## src/hw/rtl/sfr_pkg.sv

```systemverilog
package sfr_pkg;

  // Longest pattern and longest replacement text, in bytes.
  localparam int unsigned MAX_PATTERN = 8;
  localparam int unsigned MAX_REPLACE = 8;

  // One item can produce a replacement or plain byte, a flushed tail and a terminator.
  localparam int unsigned JOB_BYTES = 9;

  // Depth of the job queue between front and back.
  localparam int unsigned QUEUE_DEPTH = 2;
  localparam int unsigned QPTR_W      = 1;

  // Configuration register indexes.
  localparam logic [2:0] CFG_SEARCH_PATTERN = 3'd0;
  localparam logic [2:0] CFG_SEARCH_LENGTH  = 3'd1;
  localparam logic [2:0] CFG_REPLACE_TEXT   = 3'd2;
  localparam logic [2:0] CFG_REPLACE_LENGTH = 3'd3;
  localparam logic [2:0] CFG_OUTPUT_LIMIT   = 3'd4;

  // Configuration as seen by the front end.
  typedef struct packed {
    logic [7:0][7:0] search_pattern;
    logic [3:0]      search_length;
    logic [7:0][7:0] replace_text;
    logic [3:0]      replace_length;
    logic [15:0]     output_limit;
  } cfg_t;

  // Output work for one item: bytes in emission order, count and terminator flag.
  typedef struct packed {
    logic [JOB_BYTES-1:0][7:0] bytes;
    logic [3:0]                count;
    logic                      term;
  } job_t;

endpackage

```

## src/hw/rtl/stream_find_and_replace.sv

```systemverilog
// Streaming find-and-replace: bytes of a string enter on the in_ channel, one item per
// cycle while the queue has room, and every non-overlapping left-to-right occurrence of
// the configured pattern is replaced by the configured text, with output cut off at the
// output limit; a terminator item follows the last input byte. The front end decides
// each input item combinationally and writes its results as one job into a two-entry
// queue; the back end plays a job out at one result per cycle while out_ready is high and
// sets the sustained rate, up to nine results per item. Configuration registers are to be
// written through the cfg_ port by the user only while idle; the block does not enforce it.
module stream_find_and_replace (
  input  logic        clk,
  input  logic        rst_n,
  input  logic        cfg_wr_en,
  input  logic [2:0]  cfg_index,
  input  logic [63:0] cfg_wdata,
  input  logic        in_valid,
  output logic        in_ready,
  input  logic [7:0]  in_byte,
  input  logic        in_last,
  output logic        out_valid,
  input  logic        out_ready,
  output logic [7:0]  out_byte,
  output logic        out_is_terminator,
  output logic        out_run_last
);
  import sfr_pkg::*;

  cfg_t cfg_r, cfg_nxt;
  job_t push_job, head_job;
  logic q_ready, q_push, head_valid, pop;

  // Configuration register writes; indexes beyond the list are ignored.
  always_comb begin
    cfg_nxt = cfg_r;
    if (cfg_wr_en) begin
      unique case (cfg_index)
        CFG_SEARCH_PATTERN: cfg_nxt.search_pattern = cfg_wdata;
        CFG_SEARCH_LENGTH:  cfg_nxt.search_length  = cfg_wdata[3:0];
        CFG_REPLACE_TEXT:   cfg_nxt.replace_text   = cfg_wdata;
        CFG_REPLACE_LENGTH: cfg_nxt.replace_length = cfg_wdata[3:0];
        CFG_OUTPUT_LIMIT:   cfg_nxt.output_limit   = cfg_wdata[15:0];
        default:            cfg_nxt = cfg_r;
      endcase
    end
  end

  always_ff @(posedge clk) begin
    if (!rst_n) begin
      cfg_r.search_pattern <= '0;
      cfg_r.search_length  <= 4'd1;
      cfg_r.replace_text   <= '0;
      cfg_r.replace_length <= 4'd0;
      cfg_r.output_limit   <= 16'hFFFF;
    end else begin
      cfg_r <= cfg_nxt;
    end
  end

  sfr_front u_front (
    .clk      (clk),
    .rst_n    (rst_n),
    .cfg      (cfg_r),
    .in_valid (in_valid),
    .in_ready (in_ready),
    .in_byte  (in_byte),
    .in_last  (in_last),
    .q_ready  (q_ready),
    .q_push   (q_push),
    .q_job    (push_job)
  );

  sfr_queue u_queue (
    .clk        (clk),
    .rst_n      (rst_n),
    .push       (q_push),
    .push_job   (push_job),
    .push_ready (q_ready),
    .pop        (pop),
    .head_job   (head_job),
    .head_valid (head_valid)
  );

  sfr_back u_back (
    .clk               (clk),
    .rst_n             (rst_n),
    .head_job          (head_job),
    .head_valid        (head_valid),
    .pop               (pop),
    .out_valid         (out_valid),
    .out_ready         (out_ready),
    .out_byte          (out_byte),
    .out_is_terminator (out_is_terminator),
    .out_run_last      (out_run_last)
  );

endmodule

```

## src/hw/rtl/sfr_front.sv

```systemverilog
module sfr_front (
  input  logic          clk,
  input  logic          rst_n,
  input  sfr_pkg::cfg_t cfg,
  input  logic          in_valid,
  output logic          in_ready,
  input  logic [7:0]    in_byte,
  input  logic          in_last,
  input  logic          q_ready,
  output logic          q_push,
  output sfr_pkg::job_t q_job
);
  import sfr_pkg::*;

  logic [7:0][7:0] win_r, win_nxt;
  logic [3:0]      fill_r, fill_nxt;
  logic [3:0]      active_r, active_nxt;
  logic [15:0]     wcount_r, wcount_nxt;
  logic            stop_r, stop_nxt;

  logic            accept;
  logic [3:0]      eff_len, rl_eff, act;
  logic [7:0][7:0] w1, w2, prim;
  logic [3:0]      fill1, fill2, pcnt, nflush, ii, jj;
  logic [15:0]     wc2, room;
  logic            stop2, match;

  assign in_ready = q_ready;
  assign accept   = in_valid && in_ready;

  // Clamp the configured lengths to their legal ranges.
  always_comb begin
    eff_len = cfg.search_length;
    if (eff_len == 4'd0) begin
      eff_len = 4'd1;
    end else if (eff_len > 4'(MAX_PATTERN)) begin
      eff_len = 4'(MAX_PATTERN);
    end
    rl_eff = (cfg.replace_length > 4'(MAX_REPLACE)) ? 4'(MAX_REPLACE) : cfg.replace_length;
  end

  // Classify the incoming byte: match, plain byte, stop, and the tail flush on the last item.
  always_comb begin
    act   = (fill_r == 4'd0) ? eff_len : active_r;
    w1    = win_r;
    fill1 = fill_r;
    if (!stop_r && fill_r < 4'(MAX_PATTERN)) begin
      w1[fill_r[2:0]] = in_byte;
      fill1           = fill_r + 4'd1;
    end

    match = 1'b1;
    for (int k = 0; k < MAX_PATTERN; k++) begin
      if (4'(k) < act && w1[k] != cfg.search_pattern[k]) begin
        match = 1'b0;
      end
    end

    prim  = '0;
    pcnt  = 4'd0;
    wc2   = wcount_r;
    stop2 = stop_r;
    w2    = w1;
    fill2 = fill1;
    if (!stop_r && fill1 >= act) begin
      if (match) begin
        if (17'(wcount_r) + 17'(rl_eff) > 17'(cfg.output_limit)) begin
          stop2 = 1'b1;
        end else begin
          prim = cfg.replace_text;
          pcnt = rl_eff;
          wc2  = wcount_r + 16'(rl_eff);
        end
        fill2 = 4'd0;
      end else begin
        if (wcount_r >= cfg.output_limit) begin
          stop2 = 1'b1;
        end else begin
          prim[0] = w1[0];
          pcnt    = 4'd1;
          wc2     = wcount_r + 16'd1;
        end
        w2    = w1 >> 8;
        fill2 = fill1 - 4'd1;
      end
    end
    if (stop2) begin
      fill2 = 4'd0;
    end

    // The tail is written only as far as the limit allows.
    room   = (cfg.output_limit > wc2) ? (cfg.output_limit - wc2) : 16'd0;
    nflush = 4'd0;
    if (in_last) begin
      nflush = (room < 16'(fill2)) ? room[3:0] : fill2;
    end
  end

  // Pack the result bytes of this item into one job.
  always_comb begin
    q_job = '0;
    ii    = 4'd0;
    jj    = 4'd0;
    for (int i = 0; i < JOB_BYTES; i++) begin
      ii = 4'(i);
      jj = ii - pcnt;
      if (ii < pcnt) begin
        q_job.bytes[i] = prim[ii[2:0]];
      end else if (jj < nflush) begin
        q_job.bytes[i] = w2[jj[2:0]];
      end
    end
    q_job.count = pcnt + nflush + {3'd0, in_last};
    q_job.term  = in_last;
    q_push      = accept && (q_job.count != 4'd0);
  end

  // State update; the end of a string returns the stream state to its start.
  always_comb begin
    win_nxt    = win_r;
    fill_nxt   = fill_r;
    active_nxt = active_r;
    wcount_nxt = wcount_r;
    stop_nxt   = stop_r;
    if (accept) begin
      win_nxt    = w2;
      active_nxt = act;
      fill_nxt   = in_last ? 4'd0 : fill2;
      wcount_nxt = in_last ? 16'd0 : wc2;
      stop_nxt   = in_last ? 1'b0 : stop2;
    end
  end

  always_ff @(posedge clk) begin
    if (!rst_n) begin
      fill_r   <= 4'd0;
      active_r <= 4'd1;
      wcount_r <= 16'd0;
      stop_r   <= 1'b0;
    end else begin
      fill_r   <= fill_nxt;
      active_r <= active_nxt;
      wcount_r <= wcount_nxt;
      stop_r   <= stop_nxt;
    end
  end

  // The window itself needs no reset: only filled entries are read.
  always_ff @(posedge clk) begin
    win_r <= win_nxt;
  end

endmodule

```

## src/hw/rtl/sfr_queue.sv

```systemverilog
module sfr_queue (
  input  logic          clk,
  input  logic          rst_n,
  input  logic          push,
  input  sfr_pkg::job_t push_job,
  output logic          push_ready,
  input  logic          pop,
  output sfr_pkg::job_t head_job,
  output logic          head_valid
);
  import sfr_pkg::*;

  job_t              mem_r [QUEUE_DEPTH];
  logic [QPTR_W-1:0] wptr_r, wptr_nxt;
  logic [QPTR_W-1:0] rptr_r, rptr_nxt;
  logic [QPTR_W:0]   cnt_r, cnt_nxt;

  assign push_ready = (cnt_r != (QPTR_W+1)'(QUEUE_DEPTH));
  assign head_valid = (cnt_r != '0);
  assign head_job   = mem_r[rptr_r];

  // Pointer and occupancy bookkeeping.
  always_comb begin
    wptr_nxt = push ? wptr_r + 1'b1 : wptr_r;
    rptr_nxt = pop ? rptr_r + 1'b1 : rptr_r;
    cnt_nxt  = cnt_r + (QPTR_W+1)'(push) - (QPTR_W+1)'(pop);
  end

  always_ff @(posedge clk) begin
    if (!rst_n) begin
      wptr_r <= '0;
      rptr_r <= '0;
      cnt_r  <= '0;
    end else begin
      wptr_r <= wptr_nxt;
      rptr_r <= rptr_nxt;
      cnt_r  <= cnt_nxt;
    end
  end

  // Job storage.
  always_ff @(posedge clk) begin
    if (push) begin
      mem_r[wptr_r] <= push_job;
    end
  end

endmodule

```

## src/hw/rtl/sfr_back.sv

```systemverilog
module sfr_back (
  input  logic          clk,
  input  logic          rst_n,
  input  sfr_pkg::job_t head_job,
  input  logic          head_valid,
  output logic          pop,
  output logic          out_valid,
  input  logic          out_ready,
  output logic [7:0]    out_byte,
  output logic          out_is_terminator,
  output logic          out_run_last
);
  import sfr_pkg::*;

  job_t       cur_r, cur_nxt;
  logic [3:0] idx_r, idx_nxt;
  logic       busy_r, busy_nxt;
  logic       last_b, done;

  // The current job is played out one byte per accepted item.
  assign last_b            = (idx_r == cur_r.count - 4'd1);
  assign done              = busy_r && out_ready && last_b;
  assign pop               = head_valid && (!busy_r || done);
  assign out_valid         = busy_r;
  assign out_byte          = cur_r.bytes[idx_r];
  assign out_is_terminator = cur_r.term && last_b;
  assign out_run_last      = last_b;

  // Load the next job as the current one finishes, without a gap.
  always_comb begin
    cur_nxt  = cur_r;
    idx_nxt  = idx_r;
    busy_nxt = busy_r;
    if (pop) begin
      cur_nxt  = head_job;
      idx_nxt  = 4'd0;
      busy_nxt = 1'b1;
    end else if (done) begin
      busy_nxt = 1'b0;
    end else if (busy_r && out_ready) begin
      idx_nxt = idx_r + 4'd1;
    end
  end

  always_ff @(posedge clk) begin
    if (!rst_n) begin
      idx_r  <= 4'd0;
      busy_r <= 1'b0;
    end else begin
      idx_r  <= idx_nxt;
      busy_r <= busy_nxt;
    end
  end

  always_ff @(posedge clk) begin
    cur_r <= cur_nxt;
  end

endmodule

```

## config.mk

```make
export PLATFORM = sky130hd
export DESIGN_NAME = stream_find_and_replace
export DESIGN_NICKNAME = d
export VERILOG_FILES = /design/src/hw/rtl/sfr_pkg.sv /design/src/hw/rtl/stream_find_and_replace.sv /design/src/hw/rtl/sfr_front.sv /design/src/hw/rtl/sfr_queue.sv /design/src/hw/rtl/sfr_back.sv
export SDC_FILE = /design/constraint.sdc
export NUM_CORES = 1
export LEC_CHECK = 0
export BUFFER_PORTS_ARGS = -buffer_cell sky130_fd_sc_hd__buf_2
export CAP_MARGIN = 10
export CORE_UTILIZATION = 35
export DETAILED_ROUTE_END_ITERATION = 8
export SLEW_MARGIN = 40
export SYNTH_ARGS = -nofsm -noshare
export SYNTH_HDL_FRONTEND = slang
export SYNTH_SLANG_ARGS = --single-unit
```

## constraint.sdc

```tcl
create_clock -name clk -period 12.6 [get_ports clk]
set_input_delay 1.89 -clock clk [delete_from_list [all_inputs] [get_ports clk]]
set_output_delay 1.89 -clock clk [all_outputs]
set_load 0.02 [all_outputs]
```

# Word level (Yosys, flattened, before mapping)

Memories as Yosys holds them, arrays and structs flattened. A register that Yosys moved wholly into a read port is not among the register bits.
Cells that the tools add are included.

Add/sub/neg operators: 23
Magnitude comparators: 46
Equal/unequal tests: 14
Mux-type cells: 87
Bitwise gates (word level): 2
Reduce and logical (&&, ||, !) cells: 33

Operators by type and width:

| operator                                           | count |
|---|---|
| 2-to-1 mux 64 bit                                  | 5 |
| 2-to-1 mux 8 bit                                   | 31 |
| binary-select mux 8 bit (select 3 bit)             | 9 |
| 2-to-1 mux 16 bit                                  | 6 |
| bitwise mux 64 bit                                 | 1 |
| != test 8 bit                                      | 8 |
| 2-to-1 mux 4 bit                                   | 14 |
| 2-to-1 mux 56 bit                                  | 1 |
| < comparator 3 x 4 -> 1 bit, second input constant | 10 |
| < comparator 4 bit                                 | 9 |
| binary-select mux 8 bit (select 4 bit)             | 1 |
| < comparator 3 x 4 -> 1 bit, first input constant  | 8 |
| demux 8 bit (select 3 bit)                         | 1 |
| 2-to-1 mux 1 bit                                   | 18 |
| adder 16 x 4 -> 17 bit                             | 1 |
| > comparator 17 x 16 -> 1 bit                      | 1 |
| logical AND 1 bit                                  | 17 |
| adder 16 x 1 -> 16 bit, second input constant      | 1 |
| adder 16 x 4 -> 16 bit                             | 1 |
| greater-or-equal comparator 16 bit                 | 1 |
| > comparator 16 bit                                | 1 |
| < comparator 1 x 4 -> 1 bit, first input constant  | 4 |
| < comparator 16 x 4 -> 1 bit                       | 1 |
| < comparator 2 x 4 -> 1 bit, first input constant  | 4 |
| other kinds (32)                                   | 51 |

Bits in registers: 250
RAM bits: 154
Logic and storage cells: 242
Memories: 1

Memory list:

| memory        | depth | width | read ports | clocked after memory_dff | write ports | RTL line        | source |
|---|---|---|---|---|---|---|---|
| u_queue.mem_r | 2     | 77    | 1          | 1                        | 1           | sfr_queue.sv:13 | `job_t mem_r [QUEUE_DEPTH];` |

# Depth between registers and ports, before layout

Depth after elaboration: 29
Mapped depth: 52
Depth with buffers taken out: 51

# Cells and area by module

A second synthesis with hierarchy kept.

Cells, all modules: 2725
Area, all modules: 28638.7 um^2

By module, submodules not included:

| module                  | instances | cells an instance | area an instance (um^2) | sequential area each (um^2) |
|---|---|---|---|---|
| sfr_front               | 1         | 1718              | 13614.3                 | 2422.3 |
| sfr_queue               | 1         | 261               | 5916.9                  | 4724.5 |
| stream_find_and_replace | 1         | 584               | 5893.2                  | 3042.9 |
| sfr_back                | 1         | 162               | 3214.3                  | 2412.3 |

# Least setup slack after synthesis

Ideal clock, no wire load.

Path type: input to register
Start: input port in_byte[7]
End: memory u_queue.mem_r[0][0] in the netlist's numbering, enable pin
Setup time: 0.514 ns
Arrival: 12.795 ns
Required time: 12.086 ns
Setup slack: -0.709 ns
Stages on the path: 35
Path buffers: 2
Cell sequence: clkbuf_1 xor2_1 nor4_1 a21oi_1 or4_4 or4_4 o31ai_4 a21oi_1 clkbuf_1 a32oi_1 o21ai_0 ha_1 fa_1 nor2b_1 o21ai_0 a21boi_0 o21ai_0 a21boi_0 o21ai_0 a31oi_1 a221oi_1 or2_2 nor3_1 ha_1 a21o_1 a21oi_1 o211ai_1 nand3_1 o21ai_0 fa_1 fa_1 xor2_1 nor4_1 nand2b_1 nor2_1

RTL lines:

| item               | RTL line                      | source |
|---|---|---|
| start: declaration | stream_find_and_replace.sv:17 | `input logic [7:0] in_byte,` |
| end: declaration   | sfr_queue.sv:13               |  |

==> metrics.yaml <==
cp-end-kind: "flip-flop"
drive_gt1_share_pct: 13.8
finalSetupTns_ns: 0
dieArea_sq_um: 80400
nets: 3102
fp-row-count: 102
dieHeight_um: 284
period_needed_ns: 11.35
critPathLaunchType: "flip-flop"
grt_pass1_wl_um: 144000
via_per_inst: 5.79
cts_buffer_depth: 3
p_leak_nw: 11.6
worst_pin_slew_ns: 1.01
required_ns: 12.86
vias: 23200
cp_max_fo: 67
netlist_area_sq_um: 27800
die_w_um: 284
cts_buffers: 53
final-max-slew-violation-count: 0
seq_area_frac_synth_pct: 45.3
ir_worst_vdd_mv: 0.138
synth_seq_cells: 481
fmax_ghz: 0.0881
hold_violations: 0
layout_common_cells: "nand2_1, edfxtp_1, dfxtp_1"
critical_path_arrival_ns: 11.62
max_stage_delay_ns: 0.50
initial_core_util_pct: 35.6
syn_inst: 2866
drtPass1Iterations: 6
syn_area_per_cell_sq_um: 9.68
finalSetupViolations: 0
postCtsSetupRepairBufs: 0
grt_max_degree: 88
power.density_nw_per_um2: 211
worst_path_max_delay_cell: "fa_1"
async_reset_ff_share_pct: 0
drc: 0
overflow: 0
fill_cells: 7630
dp_hpwl_um: 74400
slew_headroom_pct: 31.9
cpMostUsedCell: "o21ai_0"
maxCapViolCount: 0
cts.clk_slew.worst_paths_ns: 0.06
seqCellArea_sq_um: 12600
core_sq_um: 78000
htreeDepth: 2
synth_edf_count: 295
grt_pass1_vias: 21400
wl_per_cell_um: 24.9
wl_um: 99500
cts_root_buffer: "clkbuf_16"
holdBufCountCts: 0
cts.repair.resized: 0
grt_usage_pct: 24.0
skew_ns: 0.0424
place_congestion: 0.974
area_delta_synth_final_pct: 12.5
grt_setup_unrepaired: "false"
multi_input_area_sq_um: 14100
hp-class: "reg2reg"
grt_antenna_before_repair: 0
synth_cell_types: 91
finalCritPeriodShare_pct: 90.1
critPathKind: "reg2reg"
dpl_worst_slack_ns: 1.04
pin_count: 93
ant_nets: 0
synthesis.nets: 3054
drt_iter0_drc: 2926
outcome: "completed"
yosys_warnings: 0
numPortBuffers: 92
mostFrequentLayoutCell: "nand2_1"
cts_tree: "built"
fin_ws_ns: 1.25
cts_sinks: 481
clock_latency_ns: 0.65
ys.flop_type: "edfxtp_1"
-- Yosys cell counts (22+ instances only) --
master,n,area share [%]
xnor2_1,52,1.6
nand3_1,38,0.69
nor3_1,48,0.87
edfxtp_1,295,32
dfxtp_1,186,13
clkbuf_1,119,1.6
xor2_1,23,0.73
inv_1,128,1.7
nor2b_1,38,0.86
nand2_1,473,6.4
buf_1,25,0.34
mux2_2,93,3.8
a21o_1,37,1.0
ha_1,103,4.6
mux2i_1,98,3.5
o211ai_1,33,0.89
nand2b_1,22,0.50
a21oi_1,123,2.2
o21ai_0,125,2.3
buf_2,22,0.40
nand4_1,24,0.54
and2_1,33,0.74
a221o_1,24,0.87
o22ai_1,63,1.4
nor2_1,170,2.3
a21boi_0,135,3.7
a22oi_1,25,0.68
-- area by class of cell --
type / instances / share of cell area (%)
antenna: 1 / 0.00801
timing repair buffer: 164 / 3.37
sequential: 481 / 40.3
multi-input combinational: 2084 / 45.0
inverter: 130 / 1.56
clock buffer: 71 / 4.73
clock inverter: 26 / 0.801
tap: 1040 / 4.17
-- metrics by stage --
step	area (sq um)	hold slack (ns)	util, %	power (mW)	std cells
after CTS	31200	0.468	40.0	6.54	3995
after global placement	29400	0.453	37.7	4.96	3893
final	31200	0.468	40.0	6.58	3997
after detailed placement	29500	0.458	37.8	4.98	3898
after global routing	31200	0.485	40.0	6.85	3996
after floorplan	27800	0.436	-	4.01	2866
-- metal layers --
metal  track usage [%]  share of wire [%]
met1              33.5                 43
met2              37.0                 44
met3              3.69                8.0
met4              9.50                4.3
met5                 0                  0
-- state kept, by name, indices dropped and copies added (netlist names), 2 cells and up --
signal            cells
u_back.idx_r          4
cfg_r               152
u_front.active_r      4
u_queue.mem_r       154
u_queue.cnt_r         2
u_back.cur_r         77
u_front.wcount_r     16
u_front.win_r        64
u_front.fill_r        4
-- kinds of logic (layout without fill, tap and decap cells) --
| group | count (synthesis) | in the layout | synth area share, % |
|---|---|---|---|
| fa+ha+maj | 107 | 107 | 4.93 |
| mux | 207 | 207 | 8.61 |
| buf+inv | 301 | 391 | 4.27 |
| compound gates | 770 | 770 | 19.5 |
| flops | 481 | 481 | 45.3 |
| other cells | 0 | 1 | 0 |
| xor+xnor | 75 | 75 | 2.37 |
| simple gates | 925 | 925 | 15.0 |
-- worst max-delay path, delay by kind of cell (launching register included) --
family	cells	cell delay (ns)
AO/OA/AOI/OAI	20	3.49
AND/OR/NAND/NOR	13	3.41
adder cells (fa/ha/maj)	7	2.53
buffers and inverters	4	0.61
XOR/XNOR	2	0.44
flip-flops	1	0.39
-- power breakdown --
| group | total [mW] | switching [mW] | internal (mW) |
|---|---|---|---|
| clock network | 1.55 | 0.679 | 0.873 |
| logic | 2.61 | 1.72 | 0.893 |
| registers | 2.42 | 0.171 | 2.25 |
| total | 6.58 | 2.57 | 4.01 |
-- final timing paths --
check,start,end,slack (ns),cells past startpoint
min reg2reg,cfg_r[88],cfg_r[88],0.47,2
min,cfg_r[88],cfg_r[88],0.47,2
max,cfg_r[19],u_queue.mem_r[0][56],1.25,46
max reg2reg,cfg_r[19],u_queue.mem_r[0][56],1.25,46
No activity file was read; power rests on OpenSTA's default activity.
